==> src/rtl/hbwd_pkg.sv <==
// Types, constants, microcode ROM and field helpers for the bitmap word decoder.
package hbwd_pkg;

  localparam int unsigned WORD_W = 32;
  localparam int unsigned BASE_W = 33;
  localparam int unsigned OFFS_W = 33;
  localparam int unsigned SUM_W  = 35;
  localparam int unsigned CTR_W  = 27;
  localparam int unsigned LIT_W  = 31;
  localparam int unsigned POS_W  = 5;
  localparam int unsigned IDX_W  = 3;
  localparam int unsigned RUN_W  = 2;
  localparam int unsigned STEP_W = 3;

  localparam logic [POS_W-1:0] CHUNK_BITS = 5'd31;

  typedef logic [STEP_W-1:0] step_t;

  // microprogram addresses
  localparam step_t S_IDLE   = 3'd0;
  localparam step_t S_LIT    = 3'd1;
  localparam step_t S_LITEND = 3'd2;
  localparam step_t S_LEAD   = 3'd3;
  localparam step_t S_MID    = 3'd4;
  localparam step_t S_TRAIL  = 3'd5;
  localparam step_t S_CEND   = 3'd6;

  typedef enum logic [1:0] {
    EMIT_NONE,
    EMIT_LIT,
    EMIT_FIELD
  } emit_t;

  typedef enum logic [2:0] {
    COND_NEVER,
    COND_IN_LIT,
    COND_LIT_REST0,
    COND_RUN_DONE,
    COND_ALWAYS
  } cond_t;

  typedef enum logic [1:0] {
    BASE_HOLD,
    BASE_ADD31,
    BASE_ADD_END
  } base_op_t;

  typedef struct packed {
    logic     wait_in;
    emit_t    emit;
    logic     final_run;
    logic     set_mid;
    base_op_t base_op;
    cond_t    cond;
    step_t    jmp;
    step_t    nxt;
  } ucode_t;

  typedef struct packed {
    logic hold;
    logic in_lit;
    logic lit_rest0;
    logic run_done;
  } dp_status_t;

  function automatic ucode_t ucode_rom(input step_t pc);
    ucode_t w;
    w.wait_in   = 1'b0;
    w.emit      = EMIT_NONE;
    w.final_run = 1'b0;
    w.set_mid   = 1'b0;
    w.base_op   = BASE_HOLD;
    w.cond      = COND_ALWAYS;
    w.jmp       = S_IDLE;
    w.nxt       = S_IDLE;
    case (pc)
      S_IDLE: begin
        w.wait_in = 1'b1;
        w.cond    = COND_IN_LIT;
        w.jmp     = S_LIT;
        w.nxt     = S_LEAD;
      end
      S_LIT: begin
        w.emit = EMIT_LIT;
        w.cond = COND_LIT_REST0;
        w.jmp  = S_LITEND;
        w.nxt  = S_LIT;
      end
      S_LITEND: begin
        w.base_op = BASE_ADD31;
      end
      S_LEAD: begin
        w.emit = EMIT_FIELD;
        w.cond = COND_RUN_DONE;
        w.jmp  = S_MID;
        w.nxt  = S_LEAD;
      end
      S_MID: begin
        w.set_mid = 1'b1;
        w.cond    = COND_NEVER;
        w.nxt     = S_TRAIL;
      end
      S_TRAIL: begin
        w.emit      = EMIT_FIELD;
        w.final_run = 1'b1;
        w.cond      = COND_RUN_DONE;
        w.jmp       = S_CEND;
        w.nxt       = S_TRAIL;
      end
      S_CEND: begin
        w.base_op = BASE_ADD_END;
      end
      default: begin
        w.cond = COND_ALWAYS;
      end
    endcase
    return w;
  endfunction

  // 5-bit position fields run from bit 26 downward; the sixth lies below bit 0
  function automatic logic [POS_W-1:0] field_at(input logic [WORD_W-1:0] w,
                                                input logic [IDX_W-1:0] idx);
    logic [POS_W-1:0] f;
    case (idx)
      3'd0:    f = w[26:22];
      3'd1:    f = w[21:17];
      3'd2:    f = w[16:12];
      3'd3:    f = w[11:7];
      3'd4:    f = w[6:2];
      default: f = '0;
    endcase
    return f;
  endfunction

  // fill counter takes the bits left under the position fields
  function automatic logic [CTR_W-1:0] counter_of(input logic [WORD_W-1:0] w);
    logic [2:0]       nsum;
    logic [CTR_W-1:0] c;
    nsum = {1'b0, w[30:29]} + {1'b0, w[28:27]};
    case (nsum)
      3'd0:    c = w[26:0];
      3'd1:    c = {5'd0, w[21:0]};
      3'd2:    c = {10'd0, w[16:0]};
      3'd3:    c = {15'd0, w[11:0]};
      3'd4:    c = {20'd0, w[6:0]};
      3'd5:    c = {25'd0, w[1:0]};
      default: c = '0;
    endcase
    return c;
  endfunction

endpackage

==> src/rtl/hbwd_sequencer.sv <==
// Microprogram counter, control ROM lookup and branch selection.
module hbwd_sequencer (
  input  logic               clk,
  input  logic               rst_n,
  input  hbwd_pkg::dp_status_t st,
  output hbwd_pkg::ucode_t   uc
);

  hbwd_pkg::step_t pc_r;
  hbwd_pkg::step_t pc_nxt;
  logic            take;

  assign uc = hbwd_pkg::ucode_rom(pc_r);

  always_comb begin
    case (uc.cond)
      hbwd_pkg::COND_NEVER:     take = 1'b0;
      hbwd_pkg::COND_IN_LIT:    take = st.in_lit;
      hbwd_pkg::COND_LIT_REST0: take = st.lit_rest0;
      hbwd_pkg::COND_RUN_DONE:  take = st.run_done;
      hbwd_pkg::COND_ALWAYS:    take = 1'b1;
      default:                  take = 1'b1;
    endcase
  end

  always_comb begin
    if (st.hold) begin
      pc_nxt = pc_r;
    end else if (take) begin
      pc_nxt = uc.jmp;
    end else begin
      pc_nxt = uc.nxt;
    end
  end

  always_ff @(posedge clk) begin
    if (!rst_n) begin
      pc_r <= hbwd_pkg::S_IDLE;
    end else begin
      pc_r <= pc_nxt;
    end
  end

endmodule

==> src/rtl/hbwd_datapath.sv <==
// Decode datapath: word, base and offset registers, bit scan and output register.
module hbwd_datapath (
  input  logic                         clk,
  input  logic                         rst_n,
  input  hbwd_pkg::ucode_t             uc,
  input  logic                         in_valid,
  input  logic [hbwd_pkg::WORD_W-1:0]  in_codeword,
  input  logic                         in_first_word,
  input  logic                         out_stall,
  output hbwd_pkg::dp_status_t         st,
  output logic                         out_valid,
  output logic [hbwd_pkg::WORD_W-1:0]  out_position,
  output logic                         out_last_of_word,
  output logic                         out_overflow
);

  logic [hbwd_pkg::WORD_W-1:0] word_r, word_nxt;
  logic [hbwd_pkg::BASE_W-1:0] base_r, base_nxt;
  logic [hbwd_pkg::OFFS_W-1:0] offset_r, offset_nxt;
  logic [hbwd_pkg::LIT_W-1:0]  mask_r, mask_nxt;
  logic [hbwd_pkg::RUN_W-1:0]  cnt_r, cnt_nxt;
  logic [hbwd_pkg::IDX_W-1:0]  idx_r, idx_nxt;

  logic                        out_valid_r, out_valid_nxt;
  logic [hbwd_pkg::WORD_W-1:0] pos_r, pos_nxt;
  logic                        last_r, last_nxt;
  logic                        ovf_r, ovf_nxt;

  logic [hbwd_pkg::LIT_W-1:0]  lit_rest;
  logic                        lit_any;
  logic [hbwd_pkg::POS_W-1:0]  low_idx;
  logic [hbwd_pkg::POS_W-1:0]  addend;
  logic [hbwd_pkg::SUM_W-1:0]  pos_sum;
  logic [hbwd_pkg::OFFS_W-1:0] mid_offs;
  logic [hbwd_pkg::OFFS_W-1:0] end_add;
  logic [hbwd_pkg::CTR_W-1:0]  ctr;
  logic [hbwd_pkg::RUN_W-1:0]  n1, n2;
  logic                        out_free;
  logic                        emit_need;
  logic                        emit_last;
  logic                        go;
  logic                        load;

  assign n1 = word_r[30:29];
  assign n2 = word_r[28:27];

  assign lit_any  = |mask_r;
  assign lit_rest = mask_r & (mask_r - hbwd_pkg::LIT_W'(1));

  // lowest set bit of the remaining literal mask
  always_comb begin
    low_idx = '0;
    for (int i = hbwd_pkg::LIT_W - 1; i >= 0; i--) begin
      if (mask_r[i]) begin
        low_idx = hbwd_pkg::POS_W'(i);
      end
    end
  end

  assign out_free  = !out_valid_r || !out_stall;
  assign emit_need = ((uc.emit == hbwd_pkg::EMIT_LIT) && lit_any) ||
                     ((uc.emit == hbwd_pkg::EMIT_FIELD) && (cnt_r != '0));

  assign st.hold      = (uc.wait_in && !in_valid) || (emit_need && !out_free);
  assign st.in_lit    = in_codeword[31];
  assign st.lit_rest0 = (lit_rest == '0);
  assign st.run_done  = !cnt_r[1];

  assign go   = !st.hold;
  assign load = uc.wait_in && in_valid;

  assign addend  = (uc.emit == hbwd_pkg::EMIT_LIT) ? low_idx
                                                   : hbwd_pkg::field_at(word_r, idx_r);
  assign pos_sum = hbwd_pkg::SUM_W'(base_r) + hbwd_pkg::SUM_W'(offset_r) +
                   hbwd_pkg::SUM_W'(addend);

  assign emit_last = (uc.emit == hbwd_pkg::EMIT_LIT) ? (lit_rest == '0)
                   : ((cnt_r == hbwd_pkg::RUN_W'(1)) && (uc.final_run || (n2 == '0)));

  // leading chunk plus 31 * fill counter, done as a shift and subtract
  assign ctr      = hbwd_pkg::counter_of(word_r);
  assign mid_offs = ((n1 != '0) ? hbwd_pkg::OFFS_W'(hbwd_pkg::CHUNK_BITS) : '0) +
                    ((hbwd_pkg::OFFS_W'(ctr) << 5) - hbwd_pkg::OFFS_W'(ctr));
  assign end_add  = offset_r +
                    ((n2 != '0) ? hbwd_pkg::OFFS_W'(hbwd_pkg::CHUNK_BITS) : '0);

  always_comb begin
    word_nxt      = word_r;
    base_nxt      = base_r;
    offset_nxt    = offset_r;
    mask_nxt      = mask_r;
    cnt_nxt       = cnt_r;
    idx_nxt       = idx_r;
    out_valid_nxt = out_valid_r;
    pos_nxt       = pos_r;
    last_nxt      = last_r;
    ovf_nxt       = ovf_r;

    if (load) begin
      word_nxt   = in_codeword;
      offset_nxt = '0;
      mask_nxt   = in_codeword[30:0];
      cnt_nxt    = in_codeword[30:29];
      idx_nxt    = '0;
      if (in_first_word) begin
        base_nxt = '0;
      end
    end

    if (go) begin
      case (uc.base_op)
        hbwd_pkg::BASE_HOLD:    base_nxt = base_nxt;
        hbwd_pkg::BASE_ADD31:   base_nxt = base_r + hbwd_pkg::BASE_W'(hbwd_pkg::CHUNK_BITS);
        hbwd_pkg::BASE_ADD_END: base_nxt = base_r + hbwd_pkg::BASE_W'(end_add);
        default:                base_nxt = base_nxt;
      endcase
      if (uc.set_mid) begin
        offset_nxt = mid_offs;
        cnt_nxt    = n2;
      end
      if (emit_need) begin
        if (uc.emit == hbwd_pkg::EMIT_LIT) begin
          mask_nxt = lit_rest;
        end else begin
          cnt_nxt = cnt_r - hbwd_pkg::RUN_W'(1);
          idx_nxt = idx_r + hbwd_pkg::IDX_W'(1);
        end
      end
    end

    if (go && emit_need) begin
      out_valid_nxt = 1'b1;
      pos_nxt       = pos_sum[hbwd_pkg::WORD_W-1:0];
      last_nxt      = emit_last;
      ovf_nxt       = |pos_sum[hbwd_pkg::SUM_W-1:hbwd_pkg::WORD_W];
    end else if (!out_stall) begin
      out_valid_nxt = 1'b0;
    end
  end

  always_ff @(posedge clk) begin
    if (!rst_n) begin
      base_r      <= '0;
      out_valid_r <= 1'b0;
    end else begin
      base_r      <= base_nxt;
      out_valid_r <= out_valid_nxt;
    end
  end

  always_ff @(posedge clk) begin
    word_r   <= word_nxt;
    offset_r <= offset_nxt;
    mask_r   <= mask_nxt;
    cnt_r    <= cnt_nxt;
    idx_r    <= idx_nxt;
    pos_r    <= pos_nxt;
    last_r   <= last_nxt;
    ovf_r    <= ovf_nxt;
  end

  assign out_valid        = out_valid_r;
  assign out_position     = pos_r;
  assign out_last_of_word = last_r;
  assign out_overflow     = ovf_r;

endmodule

==> src/rtl/hybrid_bitmap_word_decoder_top.sv <==
// Top level of the word-aligned hybrid bitmap decoder.
// Input channel: one 32-bit codeword per transfer (in_valid / in_stall), with
// in_first_word clearing the running base position before the word decodes.
// Output channel: one set-bit position per transfer (out_valid / out_stall),
// with out_last_of_word on the final position of a codeword and out_overflow
// when the unwrapped position reached 2^32.
// Step sequence, set by the microcode and followed by one output register:
//   literal word:    wait step, literal steps (one per set bit, at least one), literal-end step
//   compressed word: wait step, lead steps, mid step, trail steps, end step
// The first position is registered in the output register from the first emit step.
// One word is in work at a time; in_stall is low only in the wait step, and the
// final position of the previous word may still sit in the output register then.
// Words that hold no set positions produce no output transfer but still move the base.
// Reset (rst_n low, synchronous) clears the base position, the step counter
// and the output valid. When out_stall is high while out_valid is set, the output
// register holds its position and the sequencer waits on its next emit step.
module hybrid_bitmap_word_decoder_top (
  input  logic                         clk,
  input  logic                         rst_n,
  input  logic                         in_valid,
  output logic                         in_stall,
  input  logic [hbwd_pkg::WORD_W-1:0]  in_codeword,
  input  logic                         in_first_word,
  output logic                         out_valid,
  input  logic                         out_stall,
  output logic [hbwd_pkg::WORD_W-1:0]  out_position,
  output logic                         out_last_of_word,
  output logic                         out_overflow
);

  hbwd_pkg::ucode_t     uc;
  hbwd_pkg::dp_status_t st;

  hbwd_sequencer u_seq (
    .clk   (clk),
    .rst_n (rst_n),
    .st    (st),
    .uc    (uc)
  );

  hbwd_datapath u_dp (
    .clk              (clk),
    .rst_n            (rst_n),
    .uc               (uc),
    .in_valid         (in_valid),
    .in_codeword      (in_codeword),
    .in_first_word    (in_first_word),
    .out_stall        (out_stall),
    .st               (st),
    .out_valid        (out_valid),
    .out_position     (out_position),
    .out_last_of_word (out_last_of_word),
    .out_overflow     (out_overflow)
  );

  assign in_stall = !uc.wait_in;

endmodule

==> config.mk <==
export PLATFORM = sky130hd
export DESIGN_NAME = hybrid_bitmap_word_decoder_top
export DESIGN_NICKNAME = d
export VERILOG_FILES = /design/src/rtl/hbwd_pkg.sv /design/src/rtl/hbwd_sequencer.sv /design/src/rtl/hbwd_datapath.sv /design/src/rtl/hybrid_bitmap_word_decoder_top.sv
export SDC_FILE = /design/constraint.sdc
export NUM_CORES = 1
export LEC_CHECK = 0
export CORE_MARGIN = 2
export CORE_UTILIZATION = 60
export CTS_BUF_LIST = sky130_fd_sc_hd__clkbuf_4
export DETAILED_ROUTE_END_ITERATION = 7
export DONT_BUFFER_PORTS = 1
export PLACE_DENSITY_LB_ADDON = 0.05
export SYNTH_ARGS = -nofsm -noshare
export SYNTH_HDL_FRONTEND = slang
export SYNTH_SLANG_ARGS = --single-unit
export TNS_END_PERCENT = 5
==> constraint.sdc <==
create_clock -name clk -period 5.35 [get_ports clk]
set_input_delay 0.535 -clock clk [delete_from_list [all_inputs] [get_ports clk]]
set_output_delay 0.535 -clock clk [all_outputs]
set_load 0.05 [all_outputs]
== After elaboration in Yosys (flattened, before gate mapping) ==
Index checks and enable logic that the tools add are counted.

* Logic and storage cells: 148
* Flip-flop bits (word level): 171
* Output and inout bits: 36

* Equal/unequal tests: 24
* Bitwise operators: 1
* Mux-type cells: 69
* Reductions and logical operators: 32
* Add/subtract/negate cells: 11

{| class="wikitable"
|+ Operator list
! kind !! count
|-
| two-way mux 33 bit || 6
|-
| two-way mux 5 bit || 34
|-
| case mux 27 bit (6 select lines) || 1
|-
| two-way mux 31 bit || 4
|-
| adder 33 bit || 3
|-
| case mux 33 bit (2 select lines) || 1
|-
| adder 35 x 5 -> 35 bit || 1
|-
| adder 33 x 33 -> 34 bit || 1
|-
| adder 33 x 5 -> 33 bit (second input constant) || 1
|-
| subtractor 32 x 27 -> 33 bit || 1
|-
| AND 31 bit || 1
|-
| logical NOT 31 bit || 1
|-
| OR reduction 31 bit || 1
|-
| subtractor 31 x 1 -> 31 bit (second input constant) || 1
|-
| case mux 5 bit (5 select lines) || 1
|-
| == test 3 x 2 -> 1 bit (second input constant) || 8
|-
| case mux 3 bit (4 select lines) || 2
|-
| == test 3 bit (second input constant) || 6
|-
| two-way mux 3 bit || 5
|-
| == test 3 x 1 -> 1 bit (second input constant) || 4
|-
| logical NOT 3 bit || 4
|-
| two-way mux 2 bit || 5
|-
| case mux 3 bit (3 select lines) || 1
|-
| case mux 2 bit (2 select lines) || 2
|-
| other kinds (15) || 42
|}

== Depth between registers and ports, before layout ==
Gate-level depths: netlist of the first run.

* Word-level depth: 34
* Depth in mapped cells: 23
* Depth with buffers taken out: 23

== Modules after synthesis ==
From an unflattened synthesis of the first run, not the netlist that was laid out.

* Cells, all modules: 1,533
* Area, all modules: 12,829.8 um2

{| class="wikitable"
|+ Modules (own cells, without submodules)
! module !! area an instance (um2) !! times used !! cells each
|-
| hbwd_datapath || 12,469.5 || 1 || 1,489
|-
| hbwd_sequencer || 356.6 || 1 || 43
|-
| hybrid_bitmap_word_decoder_top || 3.8 || 1 || 1
|}

== Least setup slack after synthesis of the first run ==
Ideal clock, no wire load.

* Path kind: reg-to-reg
* Start: register u_dp.mask_r[25] (netlist bit)
* End: register u_dp.ovf_r (netlist: u_dp.out_overflow), data pin
* Arrival time: 4.511 ns
* Period minus slack after synthesis: 4.782 ns
* Slack: 0.568 ns
* Data required time: 5.079 ns
* Library setup time: 0.271 ns
* Stages on the path, launching flop included: 21
* Path buffers: 0
* Cell sequence: dfxtp_1 > or2_2 > o211ai_1 > a211oi_1 > o311ai_0 > a211oi_1 > o311ai_0 > a211o_1 > a32o_1 > inv_1 > fa_1 > inv_1 > a21oi_1 > o21bai_1 > a21oi_1 > or4b_4 > or4_4 > nor3_4 > nor4b_4 > and4_1 > o221ai_1

* Longest elaborated chain between the ends: 29

{| class="wikitable"
|+ Ends and longest elaborated chain
! element !! line !! RTL
|-
| start: declaration || hbwd_datapath.sv:20 || <nowiki>logic [hbwd_pkg::LIT_W-1:0] mask_r, mask_nxt;</nowiki>
|-
| start signal: assignment || hbwd_datapath.sv:154 || <nowiki>mask_r <= mask_nxt;</nowiki>
|-
| two-way mux 5 bit (26 in series) || hbwd_datapath.sv:54 || <nowiki>if (mask_r[i]) begin</nowiki>
|-
| two-way mux 5 bit || hbwd_datapath.sv:72 || <nowiki>assign addend = (uc.emit == hbwd_pkg::EMIT_LIT) ? low_idx</nowiki>
|-
| adder 35 x 5 -> 35 bit || hbwd_datapath.sv:74 || <nowiki>assign pos_sum = hbwd_pkg::SUM_W'(base_r) + hbwd_pkg::SUM_W'(offset_r) +</nowiki>
|-
| OR reduction 3 bit || hbwd_datapath.sv:135 || <nowiki>ovf_nxt = |pos_sum[hbwd_pkg::SUM_W-1:hbwd_pkg::WORD_W];</nowiki>
|-
| end signal: assignment || hbwd_datapath.sv:159 || <nowiki>ovf_r <= ovf_nxt;</nowiki>
|-
| end: declaration || hbwd_datapath.sv:27 || <nowiki>logic ovf_r, ovf_nxt;</nowiki>
|}

No other way between the ends.
A chain may end at the register's enable or synchronous reset.

== Worst setup path after layout of the first run ==
* Start: register u_dp.mask_r[28] (netlist bit)
* End: register u_dp.ovf_r (netlist: u_dp.out_overflow), data pin

* Longest elaborated chain between the ends: 32

{| class="wikitable"
|+ Ends and longest elaborated chain
! element !! line
|-
| two-way mux 5 bit (29 in series) || hbwd_datapath.sv:54
|-
| two-way mux 5 bit || hbwd_datapath.sv:72
|-
| adder 35 x 5 -> 35 bit || hbwd_datapath.sv:74
|-
| OR reduction 3 bit || hbwd_datapath.sv:135
|}

No other way between the ends.

==> results of run 1 <==
==> worst paths after layout <==
check	start	to	slack, ns	cells past startpoint
hold / removal	in_codeword[1]	u_dp.mask_r[1]$_DFF_P_	0.05	1
hold reg to reg	u_dp.offset_r[2]$_DFF_P_	u_dp.offset_r[2]$_DFF_P_	0.51	2
setup reg to reg	u_dp.mask_r[28]$_DFF_P_	u_dp.out_overflow$_DFFE_PP_	0.17	22
setup / recovery	u_dp.mask_r[28]$_DFF_P_	u_dp.out_overflow$_DFFE_PP_	0.17	22
==> cell type report <==
class,count,area (um2)
clock inverter,15,173.9
clock buffer,17,127.6
antenna,1,2.502
fill,2026,7995
timing repair buffer,69,619.3
sequential,171,4080
tap,319,399.1
multi-input combinational,1350,9559
inverter,100,375.4
==> power by group through the flow <==
stage / Sequential (mW) / Combinational [mW] / Clock (mW)
2_1_floorplan: 2.35 / 2.82 / 0
3_3_place_gp: 2.54 / 3.58 / 0
3_5_place_dp: 2.53 / 3.64 / 0
4_1_cts: 2.50 / 3.67 / 0.810
5_1_grt: 2.58 / 4.23 / 0.859
6_report: 2.53 / 3.85 / 0.794
==> cells by family (layout without fill, tap and decap cells) <==
| logic type | count (synthesis) | after routing | share of synthesized area |
|---|---|---|---|
| multiplexers | 9 | 9 | 0.006715 |
| flip-flops | 171 | 171 | 0.2877 |
| other | 0 | 1 | 0 |
| AND/OR/NAND/NOR | 566 | 566 | 0.2035 |
| adder cells (fa/ha/maj) | 143 | 143 | 0.1458 |
| AO/OA/AOI/OAI | 532 | 532 | 0.2511 |
| buffers and inverters | 159 | 201 | 0.04277 |
| XOR/XNOR | 100 | 100 | 0.06238 |
==> cell usage after synthesis, types with 38 or more instances <==
cell type    n
nor3_1      38
dfxtp_1    106
nand2_1    162
ha_1       105
inv_1       98
xnor2_1     59
nor2_1     117
o21ai_0    138
nand3_1     57
a21oi_1    108
xor2_1      40
edfxtp_1    65
clkbuf_1    51
==> flip-flops by register name, indices dropped and copies added (netlist names) <==
name                   count
u_dp.base_r               33
u_dp.cnt_r                 2
u_dp.idx_r                 3
u_dp.mask_r               31
u_dp.offset_r             33
u_dp.out_last_of_word      1
u_dp.out_overflow          1
u_dp.out_position         32
u_dp.out_valid             1
u_dp.word_r               31
u_seq.pc_r                 3
==> critical path, stage by stage (launching register included) <==
cell and delay (ns):
dfxtp_4 0.39, buf_6 0.12, nor2_4 0.08, a211oi_2 0.07, o211ai_1 0.25, a211oi_2 0.13
o311ai_2 0.33, a211oi_2 0.14, o311ai_1 0.28, a211o_1 0.18, a32o_2 0.20, inv_2 0.05
fa_2 0.35, inv_2 0.07, a21oi_2 0.05, o21bai_1 0.20, a21oi_2 0.12, or4b_4 0.53
or4_4 0.55, nor3_4 0.21, nor4b_4 0.28, and4_1 0.24, o221ai_2 0.09
==> stage by stage <==
stage,instance area (um2),util,hold WS [ns]
finish,15340,0.6573,0.05167
global route,15340,0.6573,0.00003175
CTS,15010,0.6431,0.0004530
detailed placement,14510,0.6217,0.4882
global placement,14510,0.6217,0.4833
floorplan,14160,-,0.4508
==> placed cells by master (no fill, tap or decap), types with 10 or more instances in the layout <==
cell,synthesis,routed
nor3_1,38,37
or4_1,10,10
nand3_1,57,57
o21bai_1,17,17
dfxtp_1,106,103
xnor2_1,59,59
a22oi_1,11,11
or3_1,13,13
ha_1,105,104
nand2b_1,22,22
o21ai_0,138,136
a21o_1,35,35
o21a_1,10,10
inv_1,98,95
fa_1,37,36
clkbuf_4,0,17
nor4_1,12,12
a31oi_1,29,29
nor2_1,117,116
nand2_1,162,162
a211oi_1,17,14
xor2_1,40,40
nor3b_1,13,13
dlygate4sd3_1,0,39
and3_1,23,23
edfxtp_1,65,65
nand4_1,18,18
a21oi_1,108,102
o211ai_1,11,11
a22o_1,30,30
buf_4,1,29
and2_1,20,19
nor2b_1,21,21
==> layer usage <==
| metal | vias up | wire length [um] |
|---|---|---|
| met1 | 6246 | 18010 |
| met5 | - | 0 |
| met3 | 84 | 2861 |
| met2 | 498 | 19300 |
| met4 | 0 | 1457 |
| li1 | 6243 | - |
==> timing repair <==
action,in CTS,in global routing
endpoints found under the hold margin,19,23
hold buffers,19,20
setup buffers,1,6
endpoints found under the setup margin,2,13
gates resized for setup,1,27
pin swaps,1,24
==> results.yml, run 1 <==
grt:
  antenna_found_initial: 1
  grt_first_pass_wirelength_um: 64920
  grt_use_total: 0.3348
  grt_use_met3: 0.06543
  busiest_layer: "met2"
  grt_max_degree: 49
  grt.overflow.total: 0
  met2_usage: 0.5507
  grt_pass1_vias: 12070
  grtUsageMet1: 0.4424
sta:
  fin_crit_sh: 0.9684
  setup_viol: 0
  setup_tns_ns: 0
  relSlewSlack: 0.2680
  rsz0062_at_grt: "true"
  maxClockFrequency_mhz: 193.0
  worstMarginPinSlew_ns: 1.096
  fin_crit_ns: 5.181
  hold_viol_final: 0
  slew_viol_final: 0
  setup_ws_ns: 0.1692
  fin_skew_ns: 0.03410
die:
  core_um2: 23330
  rows: 56
  die_area_um2: 24840
  initial_utilization: 0.6069
  die_h_um: 157.6
  fp.dieW_um: 157.6
  io_pins: 73
yosys:
  synth_top_cell_by_area: "dfxtp_1"
  synth_area_um2: 14160
  synth_edf_count: 65
  async_reset_ff_frac: 0
  synth_area_leaders: "dfxtp_1 (15%), edfxtp_1 (14%), ha_1 (9.3%)"
  yosys_warnings: 0
  netlist_instances: 1680
  synth-main-ff-cell: "dfxtp_1"
  synth.yosys.seq_area_share: 0.2877
  syn_avg_cell_area_um2: 8.428
  synth-seq-cells: 171
  synth.top_cell.area_share: 0.1499
  synth_fp_nets: 1859
  synthDistinctLibCells: 100
power_and_ir_drop:
  switching_share: 0.5057
  netSwitchingPower_mw: 3.628
  p_seq_frac: 0.353
  power_mw: 7.174
  comb_power_share: 0.536
  cellPowerDensity_nw_per_um2: 467.8
  p_leak_nw: 6.392
  p_int_mw: 3.546
  clockPowerShare: 0.111
  vdd_drop_max_uv: 343.7
placement:
  hpwl_um: 32090
  port_buffers: 0
  dpl_worst_slack_ns: -0.05239
  post-place-cells: 1963
  place_congestion: 0.9679
cells_and_area:
  nets: 1888
  layoutNonFillerInstCount: 2042
  drive_gt1_frac: 0.07317
  syn_to_final_growth_pct: 8.315
route:
  wirelength_um: 41630
  ant_nets: 0
  firstDrtPassIters: 8
  via_per_inst: 6.401
  vias: 13070
  drc: 1
  drtIter0Drc: 1158
  wl_per_cell_um: 20.39
critical_path:
  critPathLaunchType: "flip-flop"
  critical_path_arrival_ns: 5.51
  cp.required_ns: 5.68
  path_max_fanout: 4
  end_kind: "flip-flop"
  critical_path_class: "flip-flop to flip-flop"
clocking:
  cts_tree: "yes"
  numCtsBuffers: 17
  max-clock-path-buffers: 2
  clk_latency_ns: 0.60
  clock_sinks: 171
  clock_tree.root_cell: "clkbuf_4"
  clk_pin_slew_ns: 0.19
  htreeDepth: 4
status:
  violations: "DRC"
  status: "complete, but fails checks"
flow_run:
  maxCapViolCount: 0
hold_path:
  hold_path_class: "primary input to flip-flop"
Note: power is estimated with default switching activity, not from simulation.
==> run 2: changes to the inputs <==
--- a/config.mk
+++ b/config.mk
@@ -11,6 +11,7 @@
 export DETAILED_ROUTE_END_ITERATION = 7
 export DONT_BUFFER_PORTS = 1
 export PLACE_DENSITY_LB_ADDON = 0.05
+export SETUP_SLACK_MARGIN = 0.3
 export SYNTH_ARGS = -nofsm -noshare
 export SYNTH_HDL_FRONTEND = slang
 export SYNTH_SLANG_ARGS = --single-unit
==> results.yml, run 2 (synthesized netlist as in run 1, its figures left out) <==
flow_run:
  maxCapViolCount: 0
hold_path:
  hp-start: "in_codeword[1]"
  hold_path_class: "primary input to flip-flop"
placement:
  placed_area_um2: 14510
  port_buffers: 0
  dpl_worst_slack_ns: -0.05239
  place_congestion: 0.9679
  hpwl_um: 32090
cells_and_area:
  final_cell_mix: "nand2_1 (162), o21ai_0 (135), nor2_1 (116), ha_1 (104)"
  fill_cells: 2031
  fin_area_um2: 15370
  nets: 1891
  syn_to_final_growth_pct: 8.571
  drive_gt1_frac: 0.07652
  layout_commonest_cell: "nand2_1"
sta:
  setup_tns_ns: 0
  relSlewSlack: 0.2820
  worstMarginPinSlew_ns: 1.077
  fin_crit_sh: 0.9314
  hold_viol_final: 0
  setup_ws_ns: 0.3669
  setup_viol: 0
  slew_viol_final: 0
  maxClockFrequency_mhz: 200.7
  rsz0062_at_grt: "true"
  fin_crit_ns: 4.983
  fin_skew_ns: 0.03610
grt:
  grt_max_degree: 49
  grt_use_total: 0.3371
  grt_first_pass_wirelength_um: 65290
  grt_pass1_vias: 12160
  grt.overflow.total: 0
  antenna_found_initial: 1
route:
  vias: 13050
  drc: 0
  wirelength_um: 41590
  wl_per_cell_um: 20.34
  via_per_inst: 6.383
  firstDrtPassIters: 8
  drtIter0Drc: 1201
  ant_nets: 0
critical_path:
  crit_family: "simple AND/OR/NAND/NOR gates"
  r2r-start: "u_dp.mask_r[25]$_DFF_P_"
  crit_chain: "or2_4, o211ai_1, a211oi_2, o311ai_2, a211oi_2, o311ai_1, a211o_1, a32o_2, inv_1, fa_2, inv_2, a21oi_1, o21bai_1, a21oi_2, or4b_4, or4_4, nor3_4, nor4b_4, and4_1, o221ai_1"
  cp_common_cell: "a211oi_2"
  critical_path_arrival_ns: 5.32
  path_buf_inv: 2
  critical_path_class: "flip-flop to flip-flop"
  critPathLaunch: "u_dp.mask_r[25]$_DFF_P_"
  path_max_fanout: 3
  slowest_delay_ns: 0.53
  end_kind: "flip-flop"
  slowest_stage: "or4b_4"
  cp.required_ns: 5.69
  critPathLaunchType: "flip-flop"
die:
  die_h_um: 157.6
  io_pins: 73
  die_area_um2: 24840
  fp.dieW_um: 157.6
  initial_utilization: 0.6069
  core_um2: 23330
  rows: 56
clocking:
  cts_tree: "yes"
  max-clock-path-buffers: 2
  clock_sinks: 171
  clk_latency_ns: 0.61
  clk_pin_slew_ns: 0.19
  clock_tree.root_cell: "clkbuf_4"
  numCtsBuffers: 17
  htreeDepth: 4
power_and_ir_drop:
  cellPowerDensity_nw_per_um2: 467.4
  vdd_drop_max_uv: 345.9
  p_leak_nw: 6.444
status:
  status: "finished, final reports clean"
## run 2: through the flow
step	hold slack (ns)	utilization	total power, mW	std cells
finish	0.04097	0.6589	7.185	2045
global route	-0.00003836	0.6589	7.688	2045
CTS	0.0004530	0.6482	7.080	2021
detailed placement	0.4882	0.6217	6.176	1963
global placement	0.4833	0.6217	6.120	1963
floorplan	0.4508	-	5.171	1680
## run 2: area by class of cell
type / count / area (um2) / share of cell area
multi-input cells: 1350 / 9578 / 0.6230
flip-flops and latches: 171 / 4081 / 0.2655
repair buffers: 72 / 635.6 / 0.04134
well taps: 319 / 399.1 / 0.02596
inverters: 100 / 375.4 / 0.02442
clock inverters: 15 / 173.9 / 0.01131
clock buffers: 17 / 127.6 / 0.008301
diodes: 1 / 2.502 / 0.0001628
## run 2: layer usage
metal	up-vias	share of wire	track usage
li1	6257	-	-
met1	6242	0.43	0.4432
met2	465	0.46	0.5501
met3	89	0.069	0.06488
met4	0	0.039	0.1277
met5	-	0	0
## run 2: path summary, 6_finish.rpt
check,end,cells after the start,slack (ns)
min,u_dp.mask_r[1]$_DFF_P_,1,0.04
max reg2reg,u_dp.out_overflow$_DFFE_PP_,20,0.37
max,u_dp.out_overflow$_DFFE_PP_,20,0.37
min reg2reg,u_dp.offset_r[2]$_DFF_P_,2,0.51
## run 2: repair_timing
action                                 in CTS  in global routing
pin swaps                                  24                 12
resized for setup                          26                  7
setup endpoints to repair                  13                 16
endpoints found under the hold margin      19                 22
hold buffers                               19                 19
setup buffers                               7                  4
## run 2: power by group
part,switching (mW),total [mW],internal (mW)
registers,0.755,2.54,1.79
logic,2.30,3.85,1.55
clock network,0.575,0.796,0.220
total,3.63,7.19,3.56
